File: src/rtl/core/rledec_pkg.sv
// Package for the run-length byte stream decoder.
// Holds default parameters, the controller state type and the command/status
// structs shared by the controller, the datapath and the top level. No dependencies.
`timescale 1ns / 1ps

package rledec_pkg;

    localparam int HEADER_BYTES_DEF     = 6;
    localparam int BYTES_PER_RESULT_DEF = 4;

    localparam int BYTE_W  = 8;
    localparam int RUN_W   = 7;
    localparam int HDR_W   = 8;
    localparam int DATA_W  = 32;
    localparam int COUNT_W = 3;

    typedef enum logic [2:0] {
        ST_HEADER,
        ST_CONTROL,
        ST_LITERAL,
        ST_REP_WAIT,
        ST_EXPAND,
        ST_FINAL
    } t_state;

    // controller -> datapath
    typedef struct packed {
        logic hdr_dec;
        logic hdr_load;
        logic run_load;
        logic run_dec;
        logic run_clr;
        logic rep_load;
        logic emit_in;
        logic emit_rep;
        logic push_end;
        logic end_trunc;
    } t_dp_cmd;

    // datapath -> controller
    typedef struct packed {
        logic hdr_one;
        logic run_one;
        logic run_zero;
        logic ctl_rep;
        logic ctl_zero;
        logic will_flush;
        logic out_free;
    } t_dp_status;

endpackage

File: src/rtl/core/rle_byte_stream_decoder_unit.sv
// Top level of the run-length byte stream decoder.
// Instantiates rledec_ctrl and rledec_datapath; depends on rledec_pkg.
`timescale 1ns / 1ps

// Usage:
//   Input channel (i_in_valid / o_in_stall) takes one compressed byte per
//   request, i_in_last marking the final byte of a file. The first
//   HEADER_BYTES bytes are skipped, then control bytes select literal runs
//   (bit 7 clear) or repeat runs (bit 7 set, next byte repeated).
//   Output channel (o_out_valid / i_out_stall) gives packed results of up to
//   BYTES_PER_RESULT bytes, first byte in bits 7:0.
//   Header, control, literal and repeat data bytes are taken one by one.
//   After a repeat data byte with count n the input stalls while the
//   controller expands the run one byte per cycle unless the output is
//   full. After the final byte the end result is sent once the output
//   register is free, then the block is back in its reset state for the
//   next file. A full pack is registered and appears on the output in the
//   cycle after the byte that completes it. A single output register
//   holds results; when the receiver stalls, the block keeps accepting
//   bytes until the next result is due, then stalls the input (or pauses
//   the run expansion) until it drains. Reset (synchronous, active low)
//   clears o_out_valid and returns to the start state with an empty pack.

module rle_byte_stream_decoder_unit #(
    parameter int HEADER_BYTES     = rledec_pkg::HEADER_BYTES_DEF,
    parameter int BYTES_PER_RESULT = rledec_pkg::BYTES_PER_RESULT_DEF
) (
    input  logic                           i_clk,
    input  logic                           i_rst_n,
    input  logic                           i_in_valid,
    output logic                           o_in_stall,
    input  logic [rledec_pkg::BYTE_W-1:0]  i_in_byte,
    input  logic                           i_in_last,
    output logic                           o_out_valid,
    input  logic                           i_out_stall,
    output logic [rledec_pkg::DATA_W-1:0]  o_out_data,
    output logic [rledec_pkg::COUNT_W-1:0] o_out_count,
    output logic                           o_out_end,
    output logic                           o_out_truncated
);

    rledec_pkg::t_dp_cmd    cmd;
    rledec_pkg::t_dp_status status;

    rledec_ctrl #(
        .HEADER_BYTES (HEADER_BYTES)
    ) u_ctrl (
        .i_clk      (i_clk),
        .i_rst_n    (i_rst_n),
        .i_in_valid (i_in_valid),
        .i_in_last  (i_in_last),
        .o_in_stall (o_in_stall),
        .i_status   (status),
        .o_cmd      (cmd)
    );

    rledec_datapath #(
        .HEADER_BYTES     (HEADER_BYTES),
        .BYTES_PER_RESULT (BYTES_PER_RESULT)
    ) u_datapath (
        .i_clk           (i_clk),
        .i_rst_n         (i_rst_n),
        .i_in_byte       (i_in_byte),
        .i_cmd           (cmd),
        .o_status        (status),
        .i_out_stall     (i_out_stall),
        .o_out_valid     (o_out_valid),
        .o_out_data      (o_out_data),
        .o_out_count     (o_out_count),
        .o_out_end       (o_out_end),
        .o_out_truncated (o_out_truncated)
    );

endmodule

File: src/rtl/core/rledec_ctrl.sv
// Controller state machine for the run-length byte stream decoder.
// Depends on rledec_pkg; drives rledec_datapath through t_dp_cmd.
`timescale 1ns / 1ps

module rledec_ctrl #(
    parameter int HEADER_BYTES = rledec_pkg::HEADER_BYTES_DEF
) (
    input  logic                  i_clk,
    input  logic                  i_rst_n,
    input  logic                  i_in_valid,
    input  logic                  i_in_last,
    output logic                  o_in_stall,
    input  rledec_pkg::t_dp_status i_status,
    output rledec_pkg::t_dp_cmd    o_cmd
);

    localparam rledec_pkg::t_state START_STATE =
        (HEADER_BYTES == 0) ? rledec_pkg::ST_CONTROL : rledec_pkg::ST_HEADER;

    rledec_pkg::t_state r_state, n_state;
    logic r_last_pend, n_last_pend;
    logic r_trunc, n_trunc;
    logic acc;

    assign acc = i_in_valid && !o_in_stall;

    always_ff @(posedge i_clk) begin
        if (!i_rst_n) begin
            r_state     <= START_STATE;
            r_last_pend <= 1'b0;
            r_trunc     <= 1'b0;
        end else begin
            r_state     <= n_state;
            r_last_pend <= n_last_pend;
            r_trunc     <= n_trunc;
        end
    end

    // next state
    always_comb begin
        n_state     = r_state;
        n_last_pend = r_last_pend;
        n_trunc     = r_trunc;
        case (r_state)
            rledec_pkg::ST_HEADER: begin
                if (acc) begin
                    n_state = i_status.hdr_one ? rledec_pkg::ST_CONTROL : rledec_pkg::ST_HEADER;
                    if (i_in_last) begin
                        n_state = rledec_pkg::ST_FINAL;
                        n_trunc = !i_status.hdr_one;
                    end
                end
            end
            rledec_pkg::ST_CONTROL: begin
                if (acc) begin
                    if (i_status.ctl_rep)
                        n_state = rledec_pkg::ST_REP_WAIT;
                    else if (!i_status.ctl_zero)
                        n_state = rledec_pkg::ST_LITERAL;
                    else
                        n_state = rledec_pkg::ST_CONTROL;
                    if (i_in_last) begin
                        n_state = rledec_pkg::ST_FINAL;
                        n_trunc = i_status.ctl_rep || !i_status.ctl_zero;
                    end
                end
            end
            rledec_pkg::ST_LITERAL: begin
                if (acc) begin
                    n_state = i_status.run_one ? rledec_pkg::ST_CONTROL : rledec_pkg::ST_LITERAL;
                    if (i_in_last) begin
                        n_state = rledec_pkg::ST_FINAL;
                        n_trunc = !i_status.run_one;
                    end
                end
            end
            rledec_pkg::ST_REP_WAIT: begin
                if (acc) begin
                    n_last_pend = i_in_last;
                    n_trunc     = 1'b0;
                    if (!i_status.run_zero)
                        n_state = rledec_pkg::ST_EXPAND;
                    else if (i_in_last)
                        n_state = rledec_pkg::ST_FINAL;
                    else
                        n_state = rledec_pkg::ST_CONTROL;
                end
            end
            rledec_pkg::ST_EXPAND: begin
                if ((!i_status.will_flush || i_status.out_free) && i_status.run_one)
                    n_state = r_last_pend ? rledec_pkg::ST_FINAL : rledec_pkg::ST_CONTROL;
            end
            rledec_pkg::ST_FINAL: begin
                if (i_status.out_free) begin
                    n_state     = START_STATE;
                    n_last_pend = 1'b0;
                    n_trunc     = 1'b0;
                end
            end
            default: n_state = START_STATE;
        endcase
    end

    // outputs
    always_comb begin
        o_cmd           = '0;
        o_cmd.end_trunc = r_trunc;
        o_in_stall      = 1'b1;
        case (r_state)
            rledec_pkg::ST_HEADER: begin
                o_in_stall    = 1'b0;
                o_cmd.hdr_dec = acc;
            end
            rledec_pkg::ST_CONTROL: begin
                o_in_stall     = 1'b0;
                o_cmd.run_load = acc;
            end
            rledec_pkg::ST_LITERAL: begin
                // a byte that fills the pack needs the output register
                o_in_stall    = i_status.will_flush && !i_status.out_free;
                o_cmd.emit_in = acc;
                o_cmd.run_dec = acc;
            end
            rledec_pkg::ST_REP_WAIT: begin
                o_in_stall     = 1'b0;
                o_cmd.rep_load = acc;
            end
            rledec_pkg::ST_EXPAND: begin
                o_cmd.emit_rep = !i_status.will_flush || i_status.out_free;
                o_cmd.run_dec  = !i_status.will_flush || i_status.out_free;
            end
            rledec_pkg::ST_FINAL: begin
                o_cmd.push_end = i_status.out_free;
                o_cmd.hdr_load = i_status.out_free;
                o_cmd.run_clr  = i_status.out_free;
            end
            default: o_in_stall = 1'b1;
        endcase
    end

endmodule

File: src/rtl/core/rledec_datapath.sv
// Datapath for the run-length byte stream decoder: header and run counters,
// repeat byte, pack buffer and output register. Depends on rledec_pkg.
`timescale 1ns / 1ps

module rledec_datapath #(
    parameter int HEADER_BYTES     = rledec_pkg::HEADER_BYTES_DEF,
    parameter int BYTES_PER_RESULT = rledec_pkg::BYTES_PER_RESULT_DEF
) (
    input  logic                               i_clk,
    input  logic                               i_rst_n,
    input  logic [rledec_pkg::BYTE_W-1:0]      i_in_byte,
    input  rledec_pkg::t_dp_cmd                i_cmd,
    output rledec_pkg::t_dp_status             o_status,
    input  logic                               i_out_stall,
    output logic                               o_out_valid,
    output logic [rledec_pkg::DATA_W-1:0]      o_out_data,
    output logic [rledec_pkg::COUNT_W-1:0]     o_out_count,
    output logic                               o_out_end,
    output logic                               o_out_truncated
);

    localparam int CW = $clog2(BYTES_PER_RESULT + 1);

    logic [rledec_pkg::HDR_W-1:0]   r_hdr;
    logic [rledec_pkg::RUN_W-1:0]   r_run;
    logic [rledec_pkg::BYTE_W-1:0]  r_rep;
    logic [rledec_pkg::DATA_W-1:0]  r_pack;
    logic [CW-1:0]                  r_cnt;

    logic [rledec_pkg::BYTE_W-1:0]  e_byte;
    logic [rledec_pkg::DATA_W-1:0]  pack_ins;
    logic [CW-1:0]                  cnt_inc;
    logic                           emit;
    logic                           full;
    logic                           push_full;
    logic                           out_free;

    assign emit     = i_cmd.emit_in || i_cmd.emit_rep;
    assign e_byte   = i_cmd.emit_rep ? r_rep : i_in_byte;
    // bytes past bit 31 shift out and are dropped
    assign pack_ins = r_pack | (rledec_pkg::DATA_W'(e_byte) << {r_cnt, 3'b000});
    assign cnt_inc  = r_cnt + 1'b1;
    assign full     = (cnt_inc == CW'(BYTES_PER_RESULT));
    assign push_full = emit && full;
    assign out_free = !o_out_valid || !i_out_stall;

    always_comb begin
        o_status            = '0;
        o_status.hdr_one    = (r_hdr <= rledec_pkg::HDR_W'(1));
        o_status.run_one    = (r_run <= rledec_pkg::RUN_W'(1));
        o_status.run_zero   = (r_run == '0);
        o_status.ctl_rep    = i_in_byte[7];
        o_status.ctl_zero   = (i_in_byte[6:0] == '0);
        o_status.will_flush = (r_cnt == CW'(BYTES_PER_RESULT - 1));
        o_status.out_free   = out_free;
    end

    always_ff @(posedge i_clk) begin
        if (!i_rst_n) begin
            r_hdr  <= rledec_pkg::HDR_W'(HEADER_BYTES);
            r_run  <= '0;
            r_pack <= '0;
            r_cnt  <= '0;
        end else begin
            if (i_cmd.hdr_load)
                r_hdr <= rledec_pkg::HDR_W'(HEADER_BYTES);
            else if (i_cmd.hdr_dec && r_hdr != '0)
                r_hdr <= r_hdr - 1'b1;

            if (i_cmd.run_clr)
                r_run <= '0;
            else if (i_cmd.run_load)
                r_run <= i_in_byte[rledec_pkg::RUN_W-1:0];
            else if (i_cmd.run_dec && r_run != '0)
                r_run <= r_run - 1'b1;

            if (i_cmd.push_end || push_full) begin
                r_pack <= '0;
                r_cnt  <= '0;
            end else if (emit) begin
                r_pack <= pack_ins;
                r_cnt  <= cnt_inc;
            end
        end
    end

    always_ff @(posedge i_clk) begin
        if (i_cmd.rep_load)
            r_rep <= i_in_byte;
    end

    always_ff @(posedge i_clk) begin
        if (!i_rst_n) begin
            o_out_valid <= 1'b0;
        end else if (push_full || i_cmd.push_end) begin
            o_out_valid <= 1'b1;
        end else if (!i_out_stall) begin
            o_out_valid <= 1'b0;
        end
    end

    always_ff @(posedge i_clk) begin
        if (push_full) begin
            o_out_data      <= pack_ins;
            o_out_count     <= rledec_pkg::COUNT_W'(cnt_inc);
            o_out_end       <= 1'b0;
            o_out_truncated <= 1'b0;
        end else if (i_cmd.push_end) begin
            o_out_data      <= r_pack;
            o_out_count     <= rledec_pkg::COUNT_W'(r_cnt);
            o_out_end       <= 1'b1;
            o_out_truncated <= i_cmd.end_trunc;
        end
    end

    a_push_exclusive: assert property (@(posedge i_clk) disable iff (!i_rst_n)
        !(i_cmd.push_end && emit))
        else $error("end push collides with a byte emit");

    a_push_needs_room: assert property (@(posedge i_clk) disable iff (!i_rst_n)
        (push_full || i_cmd.push_end) |-> out_free)
        else $error("result pushed over an unread result");

    a_pack_bound: assert property (@(posedge i_clk) disable iff (!i_rst_n)
        r_cnt < CW'(BYTES_PER_RESULT))
        else $error("pack count reached a full result without flushing");

    a_run_load_repeat: assert property (@(posedge i_clk) disable iff (!i_rst_n)
        i_cmd.emit_rep |-> r_run != '0)
        else $error("repeat expansion with an empty run");

endmodule

File: config.mk
export PLATFORM = sky130hd
export DESIGN_NAME = rle_byte_stream_decoder_unit
export DESIGN_NICKNAME = d
export VERILOG_FILES = /design/src/rtl/core/rledec_pkg.sv /design/src/rtl/core/rle_byte_stream_decoder_unit.sv /design/src/rtl/core/rledec_ctrl.sv /design/src/rtl/core/rledec_datapath.sv
export SDC_FILE = /design/constraint.sdc
export NUM_CORES = 1
export LEC_CHECK = 0
export BUFFER_PORTS_ARGS = -buffer_cell sky130_fd_sc_hd__buf_2
export CAP_MARGIN = 5
export CORE_MARGIN = 5
export CORE_UTILIZATION = 45
export CTS_CLUSTER_DIAMETER = 50
export DETAILED_ROUTE_END_ITERATION = 16
export PLACE_DENSITY = 0.61
export SLEW_MARGIN = 5
export SYNTH_ARGS = -nofsm -noshare
export SYNTH_HDL_FRONTEND = slang
export SYNTH_SLANG_ARGS = --single-unit
export TNS_END_PERCENT = 10
File: constraint.sdc
create_clock -name i_clk -period 6.2 [get_ports i_clk]
set_input_delay 0.31 -clock i_clk [delete_from_list [all_inputs] [get_ports i_clk]]
set_output_delay 0.31 -clock i_clk [all_outputs]
set_load 0.005 [all_outputs]
==> results.json <==
{
  "syn-num-nets": 433,
  "cts_tree": "yes",
  "finalClockSkew_ns": 0.0155,
  "critical_path.top_delay_family": "simple AND/OR/NAND/NOR gates",
  "critPathSlowestCell": "nand2_1",
  "std_cell_rows": 36,
  "final_cells": 597,
  "holdCritPathClass": "input port to register",
  "fin_tns_setup_ns": 0,
  "placed_cells": 581,
  "antenna_left": 0,
  "fmax_ghz": 0.326,
  "netSwitchingFraction_pct": 30.1,
  "crit_chain": "ha_1 -> ha_1 -> and3_1 -> a21oi_2 -> nand2_2 -> nand2_1 -> nor2_1",
  "remaining_drc_errors": 0,
  "nets": 480,
  "clk_pin_slew_worst_paths_ns": 0.11,
  "min_period_ns": 3.07,
  "numCtsBuffers": 9,
  "synthCells": 412,
  "post-route-period-util_pct": 49.5,
  "p_switching_uw": 426,
  "max_stage_delay_ns": 0.90,
  "post-route-util_pct": 51.0,
  "p_leak_uw": 0.00193,
  "clock_latency_ns": 0.37,
  "antenna_found_initial": 0,
  "avgRoutedWirePerCell_um": 14.9,
  "clkPwrFrac_pct": 28.4,
  "avgSynthCellArea_um2": 10.6,
  "gp_congestion": 0.806,
  "yosysWarnings": 0,
  "endpoint_kind": "register",
  "place_area_um2": 4720,
  "die_w_um": 109,
  "total_power_uw": 1420,
  "multi_input_area_um2": 1810,
  "root_buffer": "clkbuf_8",
  "synthFlopType": "dfxtp_1",
  "cp.arrival_ns": 3.28,
  "place_hpwl_mm": 6.47,
  "rsz0062_at_grt": "false",
  "cts_resized": 0,
  "postCtsSetupBuffers": 0,
  "internal_power_uw": 989,
  "power_frac_seq_pct": 54.5,
  "cp_num_buf_inv": 0,
  "yosysSeqAreaShare_pct": 56.1,
  "n_fill_cell": 910,
  "r2r_start": "u_datapath.r_cnt[1]$_SDFFE_PP0N_",
  "clockBufferDepth": 2,
  "grt.total_usage_pct": 15.8,
  "grt_max_degree": 36,
  "synthArstFlopShare_pct": 0,
  "vias_per_cell": 5.29,
  "max-vdd-ir-drop_mv": 0.135,
  "status": "complete, no violations",
  "cp.depth": 7,
  "coreArea_um2": 9640,
  "p_per_area_nw_per_um2": 288,
  "max-slew-margin-rel_pct": 22.6,
  "slew_violations": 0,
  "path_max_fanout": 35,
  "drive_gt1_share_pct": 19.8,
  "rrSetupSlack_ns": 3.13,
  "worst_r2r_path_depth": 7,
  "drtIter0Drc": 135,
  "grt_pass1_wl_mm": 14.5,
  "regArea_um2": 2450,
  "setup_violations": 0,
  "final_cell_area_um2": 4920,
  "io_buffers": 51,
  "worst-slew-pin-transition_ns": 1.16,
  "crit_path_end": "u_datapath.r_pack[2]$_SDFFE_PP0N_",
  "firstDrtPassIters": 4,
  "hold_viol": 0,
  "wirelength_mm": 8.92,
  "cts.sinks": 101,
  "power_frac_comb_pct": 17.1,
  "ys_ff_latch": 101,
  "grt_overflow": 0,
  "synth_edf_count": 43,
  "grt_pass1_vias": 2870,
  "ioPinCount": 52,
  "cap_violations": 0,
  "cp-start-kind": "register",
  "diodes": 0,
  "floorplan.initialDensity_pct": 45.4,
  "rr_endpoint": "u_datapath.r_pack[2]$_SDFFE_PP0N_",
  "yosysUniqueCellTypes": 56,
  "die_h_um": 109,
  "vias": 3157,
  "whs_path_depth": 1,
  "crit_type": "register to register",
  "area_delta_synth_final_pct": 12.5,
  "cts.hold.buffers_added": 0,
  "worstPathRequired_ns": 6.41,
  "cts_htree_levels": 3,
  "path_common_cell": "ha_1",
  "syn_area_um2": 4370,
  "fp.dieArea_um2": 11800,
  "startpoint": "u_datapath.r_cnt[1]$_SDFFE_PP0N_"
}
[state kept, by name, indices dropped and copies added, names as in the netlist, 3 cells and up]
| signal | cells |
|---|---|
| u_datapath.r_run | 7 |
| u_datapath.r_hdr | 8 |
| u_datapath.r_rep | 8 |
| u_datapath.o_out_count | 3 |
| u_datapath.r_pack | 32 |
| u_datapath.r_cnt | 3 |
| u_ctrl.r_state | 3 |
| u_datapath.o_out_data | 32 |
[Yosys cell counts (3+ instances only)]
cell	count	share of area (%)
ha_1	8	2.3
xor2_1	5	1.0
dfxtp_1	58	27
nand2_1	34	2.9
nand3_1	7	0.80
nor2b_1	5	0.72
edfxtp_1	43	30
nor3_1	8	0.92
o21bai_1	22	3.8
nand4_1	3	0.43
inv_1	9	0.77
and3_1	7	1.0
a31o_2	3	0.60
xnor2_1	8	1.6
clkbuf_1	4	0.34
buf_2	7	0.80
o211ai_1	3	0.52
o21ai_0	11	1.3
and2_1	3	0.43
or3_1	3	0.43
a21oi_1	45	5.2
a21o_1	9	1.5
mux2_2	7	1.8
mux2i_1	8	1.8
a31oi_1	4	0.57
nor2_1	51	4.4
[routing by layer]
metal	global-route usage, %	routed length [um]	up-vias
met5	0	0	-
met4	4.33	92	0
met3	3.52	393	7
met2	24.7	4120	68
met1	22.2	4310	1497
li1	-	-	1585
[cell usage in the layout (no fill, tap or decap), drive strengths merged, types with 4 or more instances in the layout]
cell	count
dfxtp	58
nor2	52
buf	52
a21oi	47
edfxtp	43
nand2	35
o21bai	22
o21ai	11
inv	11
a21o	9
clkbuf	9
nor3	9
mux2i	8
xnor2	8
ha	8
nand3	8
and3	7
mux2	7
nor2b	5
xor2	5
nor4	5
a31oi	4
clkinv	4
[stage by stage]
stage          setup slack, ns  hold WS (ns)
3_3_place_gp              3.23         0.439
6_report                  3.13         0.183
2_1_floorplan             3.63         0.409
3_5_place_dp              3.14         0.449
4_1_cts                   3.12         0.163
5_1_grt                   2.83         0.161
[cells by family after synthesis]
logic type | share of synthesized area (%)
muxes | 3.63
and+or+nand+nor | 16.7
buffers and inverters | 2.55
DFF | 56.1
xor gates and xnor gates | 2.60
adders and majority gates | 2.29
AOI/OAI and AO/OA | 16.1
[power groups by stage]
| stage | registers, uW | clock network, uW | logic, uW |
|---|---|---|---|
| 2_1_floorplan | 775 | 0 | 187 |
| 4_1_cts | 772 | 410 | 245 |
| 5_1_grt | 779 | 443 | 273 |
| 3_5_place_dp | 787 | 0 | 242 |
| 6_report | 772 | 402 | 242 |
| 3_3_place_gp | 785 | 0 | 243 |
[layout make-up]
type | instances | area share, %
clock inverter | 7 | 1.42
clock buffer | 9 | 2.52
sequential | 101 | 49.9
timing repair buffer | 52 | 5.34
multi-input combinational | 286 | 36.8
tap | 133 | 3.38
inverter | 9 | 0.687
[worst min path at each step]
stage | start | endpoint | slack [ns]
after global routing | i_in_byte[7] | u_datapath.r_rep[7]$_DFFE_PP_ | 0.16
after global placement | u_datapath.o_out_truncated$_SDFFE_PN0P_ | u_datapath.o_out_truncated$_SDFFE_PN0P_ | 0.44
after detailed placement | u_datapath.r_pack[29]$_SDFFE_PP0N_ | u_datapath.r_pack[29]$_SDFFE_PP0N_ | 0.45
after floorplan | i_in_byte[0] | u_datapath.r_rep[0]$_DFFE_PP_ | 0.41
after CTS | i_in_byte[7] | u_datapath.r_rep[7]$_DFFE_PP_ | 0.16
final | i_in_byte[7] | u_datapath.r_rep[7]$_DFFE_PP_ | 0.18
No activity file was read; power rests on OpenSTA's default activity.
